==> config.mk <==
export PLATFORM = sky130hd
export DESIGN_NAME = inactivity_power_state_controller
export DESIGN_NICKNAME = d
export VERILOG_FILES = /design/src/design/ipsc_pkg.sv /design/src/design/inactivity_power_state_controller.sv /design/src/design/ipsc_cfg_regs.sv /design/src/design/ipsc_step.sv
export VERILOG_INCLUDE_DIRS = /design/src /design/src/design
export SDC_FILE = /design/constraint.sdc
export NUM_CORES = 1
export LEC_CHECK = 0
export BUFFER_PORTS_ARGS = -buffer_cell sky130_fd_sc_hd__buf_2
export CORE_ASPECT_RATIO = 0.7
export CORE_MARGIN = 4
export CORE_UTILIZATION = 48
export DETAILED_ROUTE_END_ITERATION = 7
export PLACE_DENSITY = 0.7
export SETUP_SLACK_MARGIN = 0.1
export SLEW_MARGIN = 20
export SYNTH_ARGS = -nofsm -noshare
export SYNTH_HDL_FRONTEND = slang
export SYNTH_HIERARCHICAL = 1
export SYNTH_SLANG_ARGS = --single-unit
==> constraint.sdc <==
create_clock -name clk -period 16.78 [get_ports clk]
set_input_delay 0 -clock clk [delete_from_list [all_inputs] [get_ports clk]]
set_output_delay 0 -clock clk [all_outputs]
set_load 0.005 [all_outputs]
==> src/design/inactivity_power_state_controller_defines.svh <==
// Assertion macros for the inactivity power-state controller.
`ifndef INACTIVITY_POWER_STATE_CONTROLLER_DEFINES_SVH
`define INACTIVITY_POWER_STATE_CONTROLLER_DEFINES_SVH

`ifndef SYNTHESIS

// Same-cycle implication, checked outside reset.
`define IPSC_ASSERT_IMP(lbl, clk, rst, ante, cons) \
  lbl: assert property (@(posedge clk) disable iff (rst) (ante) |-> (cons)) \
    else $error("ipsc assertion failed");

// Next-cycle implication, checked outside reset.
`define IPSC_ASSERT_NXT(lbl, clk, rst, ante, cons) \
  lbl: assert property (@(posedge clk) disable iff (rst) (ante) |=> (cons)) \
    else $error("ipsc assertion failed");

`else

`define IPSC_ASSERT_IMP(lbl, clk, rst, ante, cons)
`define IPSC_ASSERT_NXT(lbl, clk, rst, ante, cons)

`endif

`endif

==> src/design/ipsc_pkg.sv <==
// Types, codes and constants shared by the inactivity power-state controller.
`default_nettype none

package ipsc_pkg;

  localparam int IDLE_COUNT_BITS = 32;
  localparam int CMP_BITS = (IDLE_COUNT_BITS > 32) ? IDLE_COUNT_BITS : 32;

  localparam logic [31:0] DEF_IDLE_AFTER_MS       = 32'd15000;
  localparam logic [31:0] DEF_DIM_AFTER_MS        = 32'd30000;
  localparam logic [31:0] DEF_SLEEP_AFTER_MS      = 32'd45000;
  localparam logic [31:0] DEF_DEEP_SLEEP_AFTER_MS = 32'd180000;
  localparam logic [6:0]  DEF_ACTIVE_LEVEL        = 7'd100;
  localparam logic [6:0]  DEF_DIM_LEVEL           = 7'd15;
  localparam logic [15:0] DEF_RETRY_DELAY_MS      = 16'd5000;
  localparam logic [6:0]  MAX_LEVEL               = 7'd100;

  typedef enum logic [1:0] {
    FUNC_TICK   = 2'd0,
    FUNC_NOTE   = 2'd1,
    FUNC_INPUT  = 2'd2,
    FUNC_SUPPLY = 2'd3
  } func_t;

  typedef enum logic [1:0] {
    MODE_ACTIVE = 2'd0,
    MODE_IDLE   = 2'd1,
    MODE_DIM    = 2'd2,
    MODE_SLEEP  = 2'd3
  } mode_t;

  typedef enum logic [2:0] {
    REASON_BOOT         = 3'd0,
    REASON_INPUT        = 3'd1,
    REASON_TIMEOUT      = 3'd2,
    REASON_POWER_EVENT  = 3'd3,
    REASON_POWER_BUTTON = 3'd4
  } reason_t;

  typedef enum logic [2:0] {
    CFG_IDLE_AFTER       = 3'd0,
    CFG_DIM_AFTER        = 3'd1,
    CFG_SLEEP_AFTER      = 3'd2,
    CFG_DEEP_SLEEP_AFTER = 3'd3,
    CFG_ACTIVE_LEVEL     = 3'd4,
    CFG_DIM_LEVEL        = 3'd5,
    CFG_RETRY_DELAY      = 3'd6
  } cfg_idx_t;

  typedef struct packed {
    logic [31:0] idle_after_ms;
    logic [31:0] dim_after_ms;
    logic [31:0] sleep_after_ms;
    logic [31:0] deep_sleep_after_ms;
    logic [6:0]  active_level;
    logic [6:0]  dim_level;
    logic [15:0] retry_delay_ms;
  } cfg_t;

  typedef struct packed {
    mode_t                      mode;
    reason_t                    reason;
    logic [IDLE_COUNT_BITS-1:0] idle_count;
    logic [15:0]                retry_left;
    logic                       supply_known;
    logic                       supply_present;
  } state_t;

  typedef struct packed {
    logic [1:0]  func;
    logic [15:0] elapsed_ms;
    logic        touch_pending;
    logic [2:0]  wake_reason;
    logic        long_press_power;
    logic        ext_power;
  } in_t;

  typedef struct packed {
    logic [1:0]  mode;
    logic [2:0]  last_reason;
    logic [6:0]  brightness;
    logic [31:0] idle_time_ms;
    logic        changed;
    logic        deep_sleep_request;
    logic        power_off_request;
    logic        consumed;
  } out_t;

  function automatic logic [6:0] level_of(input mode_t m, input cfg_t c);
    logic [6:0] v;
    v = (m == MODE_DIM) ? c.dim_level : c.active_level;
    if (m == MODE_SLEEP) begin
      return '0;
    end
    return (v > MAX_LEVEL) ? MAX_LEVEL : v;
  endfunction

endpackage

`default_nettype wire

==> src/design/inactivity_power_state_controller.sv <==
// Top level of the inactivity power-state controller.
`default_nettype none
`include "inactivity_power_state_controller_defines.svh"

// Inactivity power-state controller: takes one item per cycle (tick, activity
// note, user input or supply event) while in_stall is low and returns exactly
// one result per item. An accepted item is held in the input register; the
// state update and result are computed from there and land in the output
// register, where the result is presented. Items flow at one per cycle while
// out_stall is low. While a result waits, the input register takes at most one
// more item and then stalls the input. Configuration writes are always
// ready and take effect on the next cycle; write them only while no item
// is in flight.
module inactivity_power_state_controller import ipsc_pkg::*; (
  input  wire logic        clk,
  input  wire logic        rst,
  input  wire logic        in_valid,
  output logic             in_stall,
  input  wire in_t         in_item,
  output logic             out_valid,
  input  wire logic        out_stall,
  output out_t             out_item,
  input  wire logic        cfg_valid,
  output logic             cfg_ready,
  input  wire logic [2:0]  cfg_index,
  input  wire logic [31:0] cfg_data
);

  cfg_t   cfg;
  state_t st;
  state_t st_next;
  out_t   res;
  in_t    in_q;
  logic   in_q_valid;
  logic   advance;

  ipsc_cfg_regs u_cfg (
    .clk       (clk),
    .rst       (rst),
    .cfg_valid (cfg_valid),
    .cfg_ready (cfg_ready),
    .cfg_index (cfg_index),
    .cfg_data  (cfg_data),
    .cfg       (cfg)
  );

  ipsc_step u_step (
    .cfg     (cfg),
    .st      (st),
    .item    (in_q),
    .st_next (st_next),
    .res     (res)
  );

  assign advance  = !out_valid || !out_stall;
  assign in_stall = in_q_valid && !advance;

  // Input register: hold while the output side is blocked
  always_ff @(posedge clk) begin
    if (rst) begin
      in_q_valid <= 1'b0;
    end else if (!in_stall) begin
      in_q_valid <= in_valid;
    end
  end

  always_ff @(posedge clk) begin
    if (in_valid && !in_stall) begin
      in_q <= in_item;
    end
  end

  // Output register and state advance together
  always_ff @(posedge clk) begin
    if (rst) begin
      out_valid         <= 1'b0;
      st.mode           <= MODE_ACTIVE;
      st.reason         <= REASON_BOOT;
      st.idle_count     <= '0;
      st.retry_left     <= '0;
      st.supply_known   <= 1'b0;
      st.supply_present <= 1'b0;
    end else if (advance) begin
      out_valid <= in_q_valid;
      if (in_q_valid) begin
        st <= st_next;
      end
    end
  end

  always_ff @(posedge clk) begin
    if (advance && in_q_valid) begin
      out_item <= res;
    end
  end

  `IPSC_ASSERT_NXT(a_in_hold, clk, rst, in_q_valid && !advance, in_q_valid && $stable(in_q))
  `IPSC_ASSERT_IMP(a_ds_sleep, clk, rst, out_valid && out_item.deep_sleep_request,
                   out_item.mode == MODE_SLEEP && out_item.last_reason == REASON_TIMEOUT &&
                   !out_item.power_off_request)
  `IPSC_ASSERT_IMP(a_off_sleep, clk, rst, out_valid && out_item.power_off_request,
                   out_item.mode == MODE_SLEEP && out_item.consumed &&
                   out_item.last_reason == REASON_POWER_BUTTON)
  `IPSC_ASSERT_NXT(a_out_hold, clk, rst, out_valid && out_stall,
                   out_valid && $stable(out_item) && $stable(st))

endmodule

`default_nettype wire

==> src/design/ipsc_cfg_regs.sv <==
// Configuration register file with reset defaults.
`default_nettype none

module ipsc_cfg_regs import ipsc_pkg::*; (
  input  wire logic        clk,
  input  wire logic        rst,
  input  wire logic        cfg_valid,
  output logic             cfg_ready,
  input  wire logic [2:0]  cfg_index,
  input  wire logic [31:0] cfg_data,
  output cfg_t             cfg
);

  cfg_t cfg_next;

  assign cfg_ready = 1'b1;

  always_comb begin
    cfg_next = cfg;
    if (cfg_valid) begin
      case (cfg_idx_t'(cfg_index))
        CFG_IDLE_AFTER:       cfg_next.idle_after_ms       = cfg_data;
        CFG_DIM_AFTER:        cfg_next.dim_after_ms        = cfg_data;
        CFG_SLEEP_AFTER:      cfg_next.sleep_after_ms      = cfg_data;
        CFG_DEEP_SLEEP_AFTER: cfg_next.deep_sleep_after_ms = cfg_data;
        CFG_ACTIVE_LEVEL:     cfg_next.active_level        = cfg_data[6:0];
        CFG_DIM_LEVEL:        cfg_next.dim_level           = cfg_data[6:0];
        CFG_RETRY_DELAY:      cfg_next.retry_delay_ms      = cfg_data[15:0];
        default:              cfg_next = cfg;
      endcase
    end
  end

  always_ff @(posedge clk) begin
    if (rst) begin
      cfg.idle_after_ms       <= DEF_IDLE_AFTER_MS;
      cfg.dim_after_ms        <= DEF_DIM_AFTER_MS;
      cfg.sleep_after_ms      <= DEF_SLEEP_AFTER_MS;
      cfg.deep_sleep_after_ms <= DEF_DEEP_SLEEP_AFTER_MS;
      cfg.active_level        <= DEF_ACTIVE_LEVEL;
      cfg.dim_level           <= DEF_DIM_LEVEL;
      cfg.retry_delay_ms      <= DEF_RETRY_DELAY_MS;
    end else begin
      cfg <= cfg_next;
    end
  end

endmodule

`default_nettype wire

==> src/design/ipsc_step.sv <==
// Next-state and result logic for one item.
`default_nettype none

module ipsc_step import ipsc_pkg::*; (
  input  wire cfg_t   cfg,
  input  wire state_t st,
  input  wire in_t    item,
  output state_t      st_next,
  output out_t        res
);

  logic [IDLE_COUNT_BITS:0]   sum;
  logic [IDLE_COUNT_BITS-1:0] idle_tick;
  logic [15:0]                retry_tick;
  logic [CMP_BITS-1:0]        idle_ext;
  logic [CMP_BITS-1:0]        idle_out;
  logic                       allow;
  logic                       ds_req;
  logic                       off_req;
  logic                       consumed;
  reason_t                    note_reason;

  always_comb begin
    sum        = {1'b0, st.idle_count} + (IDLE_COUNT_BITS + 1)'(item.elapsed_ms);
    idle_tick  = sum[IDLE_COUNT_BITS] ? '1 : sum[IDLE_COUNT_BITS-1:0];
    retry_tick = (st.retry_left > item.elapsed_ms) ? (st.retry_left - item.elapsed_ms) : '0;
    idle_ext   = CMP_BITS'(idle_tick);
    allow      = !(st.supply_known && st.supply_present);
    ds_req     = 1'b0;
    off_req    = 1'b0;
    consumed   = 1'b0;

    if (item.wake_reason inside {[REASON_BOOT:REASON_POWER_BUTTON]}) begin
      note_reason = reason_t'(item.wake_reason);
    end else begin
      note_reason = REASON_BOOT;
    end

    st_next = st;

    case (func_t'(item.func))
      FUNC_TICK: begin
        st_next.idle_count = idle_tick;
        st_next.retry_left = retry_tick;
        if (st.mode != MODE_ACTIVE && item.touch_pending) begin
          // Touch wakes from any lowered state
          st_next.idle_count = '0;
          st_next.retry_left = '0;
          st_next.mode       = MODE_ACTIVE;
          st_next.reason     = REASON_INPUT;
        end else if (allow && idle_ext >= CMP_BITS'(cfg.deep_sleep_after_ms) &&
                     retry_tick == '0) begin
          st_next.mode       = MODE_SLEEP;
          st_next.reason     = REASON_TIMEOUT;
          st_next.retry_left = cfg.retry_delay_ms;
          ds_req             = 1'b1;
        end else if (idle_ext >= CMP_BITS'(cfg.sleep_after_ms) && st.mode != MODE_SLEEP) begin
          st_next.mode   = MODE_SLEEP;
          st_next.reason = REASON_TIMEOUT;
        end else if (idle_ext >= CMP_BITS'(cfg.dim_after_ms) && st.mode != MODE_DIM &&
                     st.mode != MODE_SLEEP) begin
          st_next.mode   = MODE_DIM;
          st_next.reason = REASON_TIMEOUT;
        end else if (idle_ext >= CMP_BITS'(cfg.idle_after_ms) && st.mode == MODE_ACTIVE) begin
          st_next.mode   = MODE_IDLE;
          st_next.reason = REASON_TIMEOUT;
        end
      end
      FUNC_NOTE: begin
        st_next.idle_count = '0;
        st_next.retry_left = '0;
        st_next.mode       = MODE_ACTIVE;
        st_next.reason     = note_reason;
      end
      FUNC_INPUT: begin
        consumed           = (st.mode == MODE_SLEEP);
        st_next.idle_count = '0;
        st_next.retry_left = '0;
        st_next.mode       = MODE_ACTIVE;
        st_next.reason     = REASON_INPUT;
        if (item.long_press_power) begin
          st_next.mode   = MODE_SLEEP;
          st_next.reason = REASON_POWER_BUTTON;
          off_req        = 1'b1;
          consumed       = 1'b1;
        end
      end
      default: begin
        // Supply event
        st_next.supply_known   = 1'b1;
        st_next.supply_present = item.ext_power;
        st_next.idle_count     = '0;
        st_next.retry_left     = '0;
        st_next.mode           = MODE_ACTIVE;
        st_next.reason         = REASON_POWER_EVENT;
      end
    endcase

    idle_out = CMP_BITS'(st_next.idle_count);

    res.mode               = st_next.mode;
    res.last_reason        = st_next.reason;
    res.brightness         = level_of(st_next.mode, cfg);
    res.idle_time_ms       = (idle_out > CMP_BITS'(32'hFFFF_FFFF)) ? 32'hFFFF_FFFF :
                             idle_out[31:0];
    res.changed            = (st_next.mode != st.mode) || (st_next.reason != st.reason);
    res.deep_sleep_request = ds_req;
    res.power_off_request  = off_req;
    res.consumed           = consumed;
  end

endmodule

`default_nettype wire
==> out/results.tsv, run 1 <==
stage	metric	value	unit
timing	slew_violations	0	
timing	max_freq	145	MHz
clock_network	hold_buffers	68	
floorplanning	num_rows	58	
clock_network	cts_resized	0	
global_routing	grt_pass1_wl	76.1	mm
power	p_comb_share	12.9	%
timing	period_needed	6.89	ns
placement	gp_congestion	0.948	
worst_hold_path	holdCritPathClass	input pin to flop	
global_routing	grt_start_max_net_pins	124	
power	max-vdd-ir-drop	0.0731	mV
route	drt_wl_total	49.3	mm
synth	synth.top_cells.by_area	dfxtp_1 24%, edfxtp_1 12%, mux2i_1 12%	
timing	tns	0	ns
flow_run	drv_cap	0	
timing	hold_viol	0	
worst_setup_path	path_class	flop to flop	
worst_setup_path	r2r-start	in_q[6]	
timing	worstMarginPinSlew	1.14	ns
layout	layout-drive-gt1-share	10.2	%
route	vias	14000	
timing	rsz0062_at_grt	false	
synth	yosysTopAreaCellShare	24.3	%
global_routing	grt_pass1_vias	13600	
power	clkPwrFrac	41.8	%
worst_setup_path	crit_buf_inv	0	
clock_network	htreeDepth	1	
global_routing	grt-ovfl-total	0	
worst_hold_path	min_from	cfg_valid	
worst_setup_path	critPathRequiredTime	17.29	ns
global_routing	met2_usage	34.2	%
timing	fin_crit_sh	41.1	%
placement	dp_hpwl	36.0	mm
layout	fin_nets	2222	
clock_network	cts_tree	done	
route	routed_via_density	5.59	
floorplanning	core	36100	µm²
global_routing	top_usage_layer	met1	
timing	slew_headroom	23.9	%
synth	synth_ff_type	dfxtp_1	
worst_hold_path	whs_endpoint	u_cfg/cfg[66]	
timing	worst_slack	9.89	ns
worst_setup_path	reg2reg_slack	9.89	ns
synth	syn_nets	2119	
synth	ys_seq_area_share	36.6	%
worst_setup_path	critPathTopFamily	compound AO/OA/AOI/OAI gates	
clock_network	root_buffer	clkbuf_16	
global_routing	antenna_found_initial	1	
clock_network	clk_pin_slew	0.06	ns
synth	yosys.cell_count.top_type	nand2b_1	
layout	final.fill_count	3235	
synth	synth_seq_cells	287	
synth	yosys.area.top_type	dfxtp_1	
global_routing	track_usage	23.9	%
timing	fin_skew	0.0181	ns
power	share_seq_of_total_power	45.3	%
timing	holdWs	0.0131	ns
synth	synth_edf_count	72	
placement	placed_cells	2376	
power	intPower	1.21	mW
worst_setup_path	rr_endpoint	st[7]	
clock_network	post_cts_buffers	0	
global_routing	met3_usage	5.62	%
worst_setup_path	critPathMaxFanout	18	
power	powerDensity	82.4	nW/µm²
route	firstDrtPassIters	6	
placement	post-place-ws	9.88	ns
synth	synthDistinctLibCells	80	
floorplanning	die_w	237	µm
synth	netlist_area	17700	µm²
layout	area_growth	12.6	%
worst_setup_path	end_kind	flop	
layout	antenna_cells	0	
global_routing	gr-usage-met1	36.1	%
run_status	outcome	complete, no violations	
floorplanning	start_util	48.9	%
synth	async_reset_ff_share	0	%
synth	yosys_warnings	6	
clock_network	clock_sinks	287	
worst_hold_path	hold_depth	3	
power	leakage	8.88	nW
worst_setup_path	crit_path_frequent_cell	a31oi_1	
route	drcViolationCount	0	
clock_network	numCtsBuffers	29	
route	first_iter_violations	1280	
floorplanning	die_h	169	µm
worst_setup_path	critPathLaunchType	flop	
clock_network	clk_latency	0.58	ns
floorplanning	io_pins	115	
synth	synthCells	1893	
route	wire_per_inst	19.7	µm
synth	syn_avg_cell_area	9.34	µm²
timing	setup_violations	0	
worst_setup_path	crit_chain	ha_1, fa_1, a21oi_1, o21bai_1, a211oi_1, or3_1, a31oi_1, o21ai_1, nor3_2, a31oi_1, a31oi_1, ha_1, nand4_1, or2_1, or4_1, or4_1, a31oi_1, o2bb2ai_1, a21oi_2, a22oi_1, nor2_1, nand2b_1, mux2i_1	
worst_setup_path	slowest_stage	a21oi_2	
power	p_sw	0.428	mW
layout	instances_no_fill	2499	
power	netSwitchingFraction	26.0	%
worst_setup_path	slowest_delay	0.77	ns
worst_setup_path	reg2reg_depth	23	
worst_setup_path	critPathArrivalTime	7.39	ns
placement	portBuffers	113	
route	ant_nets	0	
synth	synthTopCellsByCount	265 x nand2b_1, 216 x mux2i_1, 215 x dfxtp_1	
clock_network	cts_buffer_depth	3	
floorplanning	dieArea	40000	µm²
-- tightest hold or removal path: cells and delay by family --
| kind | cells | cell delay [ns] |
|---|---|---|
| multiplexers | 1 | 0.13 |
| AND/OR/NAND/NOR | 1 | 0.24 |
| buffers and inverters | 1 | 0.17 |
-- layout make-up --
type	instances	area, µm²	share of cell area, %
multi-input cells	1323	9900	49.7
inverters	161	604	3.03
repair buffers	194	1350	6.78
clock buffers	38	831	4.17
well taps	480	601	3.02
flip-flops and latches	287	6470	32.5
clock inverters	16	170	0.854
-- worst max-delay path by stage --
stage / startpoint / to / depth (start not counted)
global route: in_q[6] / st[6] / 23
finish: in_q[6] / st[7] / 23
global placement: in_q[6] / st[12] / 22
detailed placement: in_q[6] / out_item[3] / 20
CTS: in_q[6] / out_item[3] / 20
floorplan: in_q[6] / st[54] / 23
-- routing by layer --
layer / share of wire (%) / vias up
met5: 0.026 / -
met4: 2.8 / 2
met3: 8.3 / 84
met2: 40 / 506
li1: - / 6748
met1: 49 / 6633
-- power by group through the flow --
stage | Clock, mW | Sequential, mW | Combinational, mW
2_1_floorplan | 0 | 0.754 | 0.137
4_1_cts | 0.699 | 0.744 | 0.206
3_3_place_gp | 0 | 0.758 | 0.188
3_5_place_dp | 0 | 0.759 | 0.193
5_1_grt | 0.725 | 0.745 | 0.230
6_report | 0.687 | 0.744 | 0.211
-- logic make-up (layout without fill, tap and decap cells) --
kind of cell / Yosys count / in the layout / synth area share, %
buffers and inverters: 283 / 409 / 7.78
flip-flops: 287 / 287 / 36.6
AO/OA/AOI/OAI: 283 / 283 / 10.4
XOR/XNOR: 28 / 28 / 1.39
adder cells (fa/ha/maj): 162 / 162 / 11.5
multiplexers: 223 / 223 / 12.7
AND/OR/NAND/NOR: 626 / 626 / 19.6
other: 1 / 1 / 0.0212
-- flip-flops by register name, indices dropped and copies added (netlist names) --
register / count
out_item: 48
in_q: 24
u_cfg/cfg: 158
out_valid: 1
in_q_valid: 1
st: 55
-- layout by cell type (no fill, tap or decap), types with 6 or more instances in the layout --
cell type,n
a211oi_1,13
a21o_1,27
a21oi_1,89
a22oi_1,15
a31oi_1,14
and2_1,13
and3_1,9
and4_1,9
buf_2,112
buf_4,13
clkbuf_16,30
clkinv_2,9
dfxtp_1,215
dlygate4sd3_1,68
edfxtp_1,72
ha_1,160
inv_1,160
mux2_2,7
mux2i_1,216
nand2_1,71
nand2b_1,264
nand3_1,37
nand4_1,21
nor2_1,119
nor2b_1,11
nor3_1,20
nor3b_1,6
o211ai_1,6
o21a_1,10
o21ai_0,44
o21bai_1,8
or2_2,8
xnor2_1,15
xor2_1,13
-- stage by stage --
| stage | power, mW | utilization, % | area [µm²] |
|---|---|---|---|
| after floorplan | 0.891 | - | 17700 |
| after global placement | 0.946 | 50.4 | 18200 |
| after detailed placement | 0.952 | 50.4 | 18200 |
| after CTS | 1.65 | 55.1 | 19900 |
| after global routing | 1.70 | 55.1 | 19900 |
| final | 1.64 | 55.1 | 19900 |
(Power assumes the default switching activity.)
==> run 2, diff against run 1 <==
==> constraint.sdc (replaced) <==
create_clock -name clk -period 7 [get_ports clk]
set_input_delay 0 -clock clk [delete_from_list [all_inputs] [get_ports clk]]
set_output_delay 0 -clock clk [all_outputs]
set_load 0.005 [all_outputs]
==> run 2 against run 1 <==
Final area fell by 0.24%; hold slack improved by 0.023 ns; flip-flop and latch count did not move; die area did not move; combinational power rose by 140%; register-to-register slack got worse by 9.3 ns; sequential power rose by 140%; maximum frequency rose by 7.2%; clock skew fell by 0.0039 ns; critical endpoint is now st[54]; largest cell class unchanged; largest power group unchanged; highest routed layer is now met4.
==> out/results.tsv, run 2 (same netlist as run 1, synthesis figures left out) <==
stage	metric	value	unit	change
run_status	outcome	complete, no violations		
worst_hold_path	hold_depth	3		unchanged
worst_setup_path	critPathTopFamily	simple AND/OR/NAND/NOR gates		
clock_network	cts_buffer_depth	3		unchanged
floorplanning	start_util	48.9	%	unchanged
layout	fin_nets	2220		-0.090%
worst_setup_path	critPathMaxFanout	11		-7
global_routing	antenna_found_initial	1		unchanged
timing	tns	0	ns	unchanged
route	first_iter_violations	1243		-2.9%
layout	instances_no_fill	2497		-0.080%
floorplanning	core	36100	µm²	unchanged
route	drcViolationCount	0		unchanged
worst_hold_path	min_from	rst		
layout	largest_register_ffs	158		unchanged
clock_network	clk_pin_slew	0.06	ns	about the same
clock_network	root_buffer	clkbuf_16		
placement	dp_hpwl	36.0	mm	about the same
global_routing	grt_pass1_vias	13400		-1.1%
timing	fin_skew	0.0141	ns	-0.00394 ns
layout	final.fill_count	3256		+0.65%
floorplanning	die_h	169	µm	unchanged
clock_network	post_cts_buffers	0		unchanged
timing	period_needed	6.43	ns	-0.460 ns
worst_hold_path	whs_endpoint	u_cfg/cfg[12]		
layout	fin_util	55.0	%	-0.14 points
power	powerDensity	194	nW/µm²	+140%
timing	max_freq	156	MHz	+7.2%
placement	placed_cells	2381		+0.21%
worst_setup_path	slowest_stage	or4_1		
route	vias	13900		-0.87%
flow_run	drv_cap	0		unchanged
worst_setup_path	reg2reg_depth	22		-4.3%
worst_setup_path	r2r-start	in_q[6]		
clock_network	clock_sinks	287		unchanged
worst_setup_path	rr_endpoint	st[54]		
layout	final_common_cell	nand2b_1		
layout	area_growth	12.4	%	
route	routed_via_density	5.55		-0.79%
clock_network	htreeDepth	1		unchanged
worst_setup_path	critPathLaunchType	flop		
worst_setup_path	critPathRequiredTime	7.49	ns	-9.80 ns
global_routing	track_usage	23.7	%	-0.17 points
clock_network	cts_tree	done		
placement	portBuffers	113		unchanged
power	max-vdd-ir-drop	0.173	mV	+140%
floorplanning	num_rows	58		unchanged
clock_network	numCtsBuffers	28		-3.4%
global_routing	grt-ovfl-total	0		unchanged
floorplanning	dieArea	40000	µm²	unchanged
global_routing	grt_pass1_wl	75.6	mm	-0.56%
timing	slew_violations	0		unchanged
global_routing	grt_start_max_net_pins	138		+11%
worst_setup_path	critPathArrivalTime	6.92	ns	-0.47 ns
worst_setup_path	crit_chain	ha_1, fa_1, a21oi_1, o21bai_1, a211oi_1, or3_1, a31oi_1, o21ai_2, nor3_2, mux2_2, ha_1, nand4_1, or2_1, or4_1, or4_1, a31oi_1, o2bb2ai_1, a21o_1, a31oi_1, or2_2, nand2b_1, mux2i_1		
worst_setup_path	crit_path_frequent_cell	a31oi_1		
layout	regMostFlops	u_cfg/cfg		
timing	slew_headroom	30.0	%	+6.1 points
worst_setup_path	slowest_delay	0.55	ns	-0.22 ns
timing	setup_violations	0		unchanged
route	ant_nets	0		unchanged
layout	largestRegisters	u_cfg/cfg (158), st (55), out_item (48)		
layout	final_cell_mix	264 x nand2b_1, 216 x mux2i_1, 215 x dfxtp_1		
timing	worstMarginPinSlew	1.04	ns	-0.0979 ns
timing	fin_crit_sh	91.8	%	+51 points
floorplanning	die_w	237	µm	unchanged
worst_setup_path	end_kind	flop		
timing	hold_viol	0		unchanged
layout	layout-drive-gt1-share	10.4	%	+0.21 points
worst_setup_path	path_class	flop to flop		
worst_hold_path	holdCritPathClass	input pin to flop		
route	wire_per_inst	19.4	µm	-1.7%
clock_network	clk_latency	0.57	ns	about the same
route	drt_wl_total	48.4	mm	-1.8%
worst_setup_path	crit_buf_inv	0		unchanged
route	firstDrtPassIters	5		-1
timing	rsz0062_at_grt	false		
floorplanning	io_pins	115		unchanged
placement	gp_congestion	0.917		-3.2%
worst_setup_path	reg2reg_slack	0.57	ns	-9.32 ns
power	leakage	8.85	nW	-0.27%
-- run 2: cell count changes in the layout (fill, tap and decap cells not counted), moves of 2 or more --
| cell | change |
|---|---|
| dlygate4sd3_1 | -6 |
| buf_4 | +4 |
| clkinvlp_4 | +2 |
| clkinv_2 | -2 |
| bufinv_16 | -2 |
-- run 2: how the worst max path moves through the flow --
stage                     startpoint      to  slack, ns  cells past startpoint
after floorplan              in_q[6]  st[54]       1.42                     23
after global routing         in_q[7]  st[54]       0.10                     21
after detailed placement     in_q[6]  st[54]       0.63                     23
final                        in_q[6]  st[54]       0.57                     22
after global placement       in_q[6]  st[54]       0.74                     23
after CTS                    in_q[6]  st[54]       0.60                     23
-- run 2: worst register-to-register path, cell delays in order, from the launching register on --
cell	delay [ns]
edfxtp_1	0.36
ha_1	0.19
fa_1	0.23
a21oi_1	0.08
o21bai_1	0.25
a211oi_1	0.15
or3_1	0.42
a31oi_1	0.49
o21ai_2	0.21
nor3_2	0.34
mux2_2	0.45
ha_1	0.29
nand4_1	0.13
or2_1	0.29
or4_1	0.55
or4_1	0.51
a31oi_1	0.22
o2bb2ai_1	0.13
a21o_1	0.30
a31oi_1	0.39
or2_2	0.20
nand2b_1	0.05
mux2i_1	0.12
-- run 2: cell type report --
cell class,count,area (µm²),share of cell area (%)
multi-input cells,1323,9900,49.8
flip-flops and latches,287,6470,32.5
repair buffers,193,1350,6.78
clock buffers,38,842,4.24
inverters,161,604,3.04
well taps,480,601,3.02
clock inverters,14,110,0.554
diodes,1,2.50,0.0126
-- run 2: metal layers --
| layer | vias up | track usage [%] | share of wire, % |
|---|---|---|---|
| met5 | - | 0 | 0 |
| met3 | 57 | 5.11 | 8.2 |
| met2 | 451 | 34.4 | 41 |
| li1 | 6728 | - | - |
| met4 | 0 | 4.54 | 1.9 |
| met1 | 6616 | 36.4 | 49 |
-- run 2: power by group --
part	leakage, nW	switching, mW	internal (mW)
logic	5.97	0.295	0.210
clock network	0.474	0.679	0.884
registers	2.42	0.0317	1.75
total	8.85	1.01	2.84
-- run 2: per-stage QoR --
step / power [mW] / hold slack [ns] / worst slack (ns) / area [µm²]
global placement: 2.27 / 0.179 / 0.741 / 18300
floorplan: 2.14 / 0.0989 / 1.42 / 17700
CTS: 3.88 / 0.0124 / 0.596 / 19800
finish: 3.85 / 0.0358 / 0.571 / 19900
detailed placement: 2.28 / 0.180 / 0.630 / 18300
global route: 4.01 / 0.0303 / 0.101 / 19900
-- run 2: repair_timing --
item,4_1_cts,5_1_grt
setup endpoints to repair,0,1
gates resized for setup,0,1
hold buffers,62,0
endpoints found under the hold margin,184,0
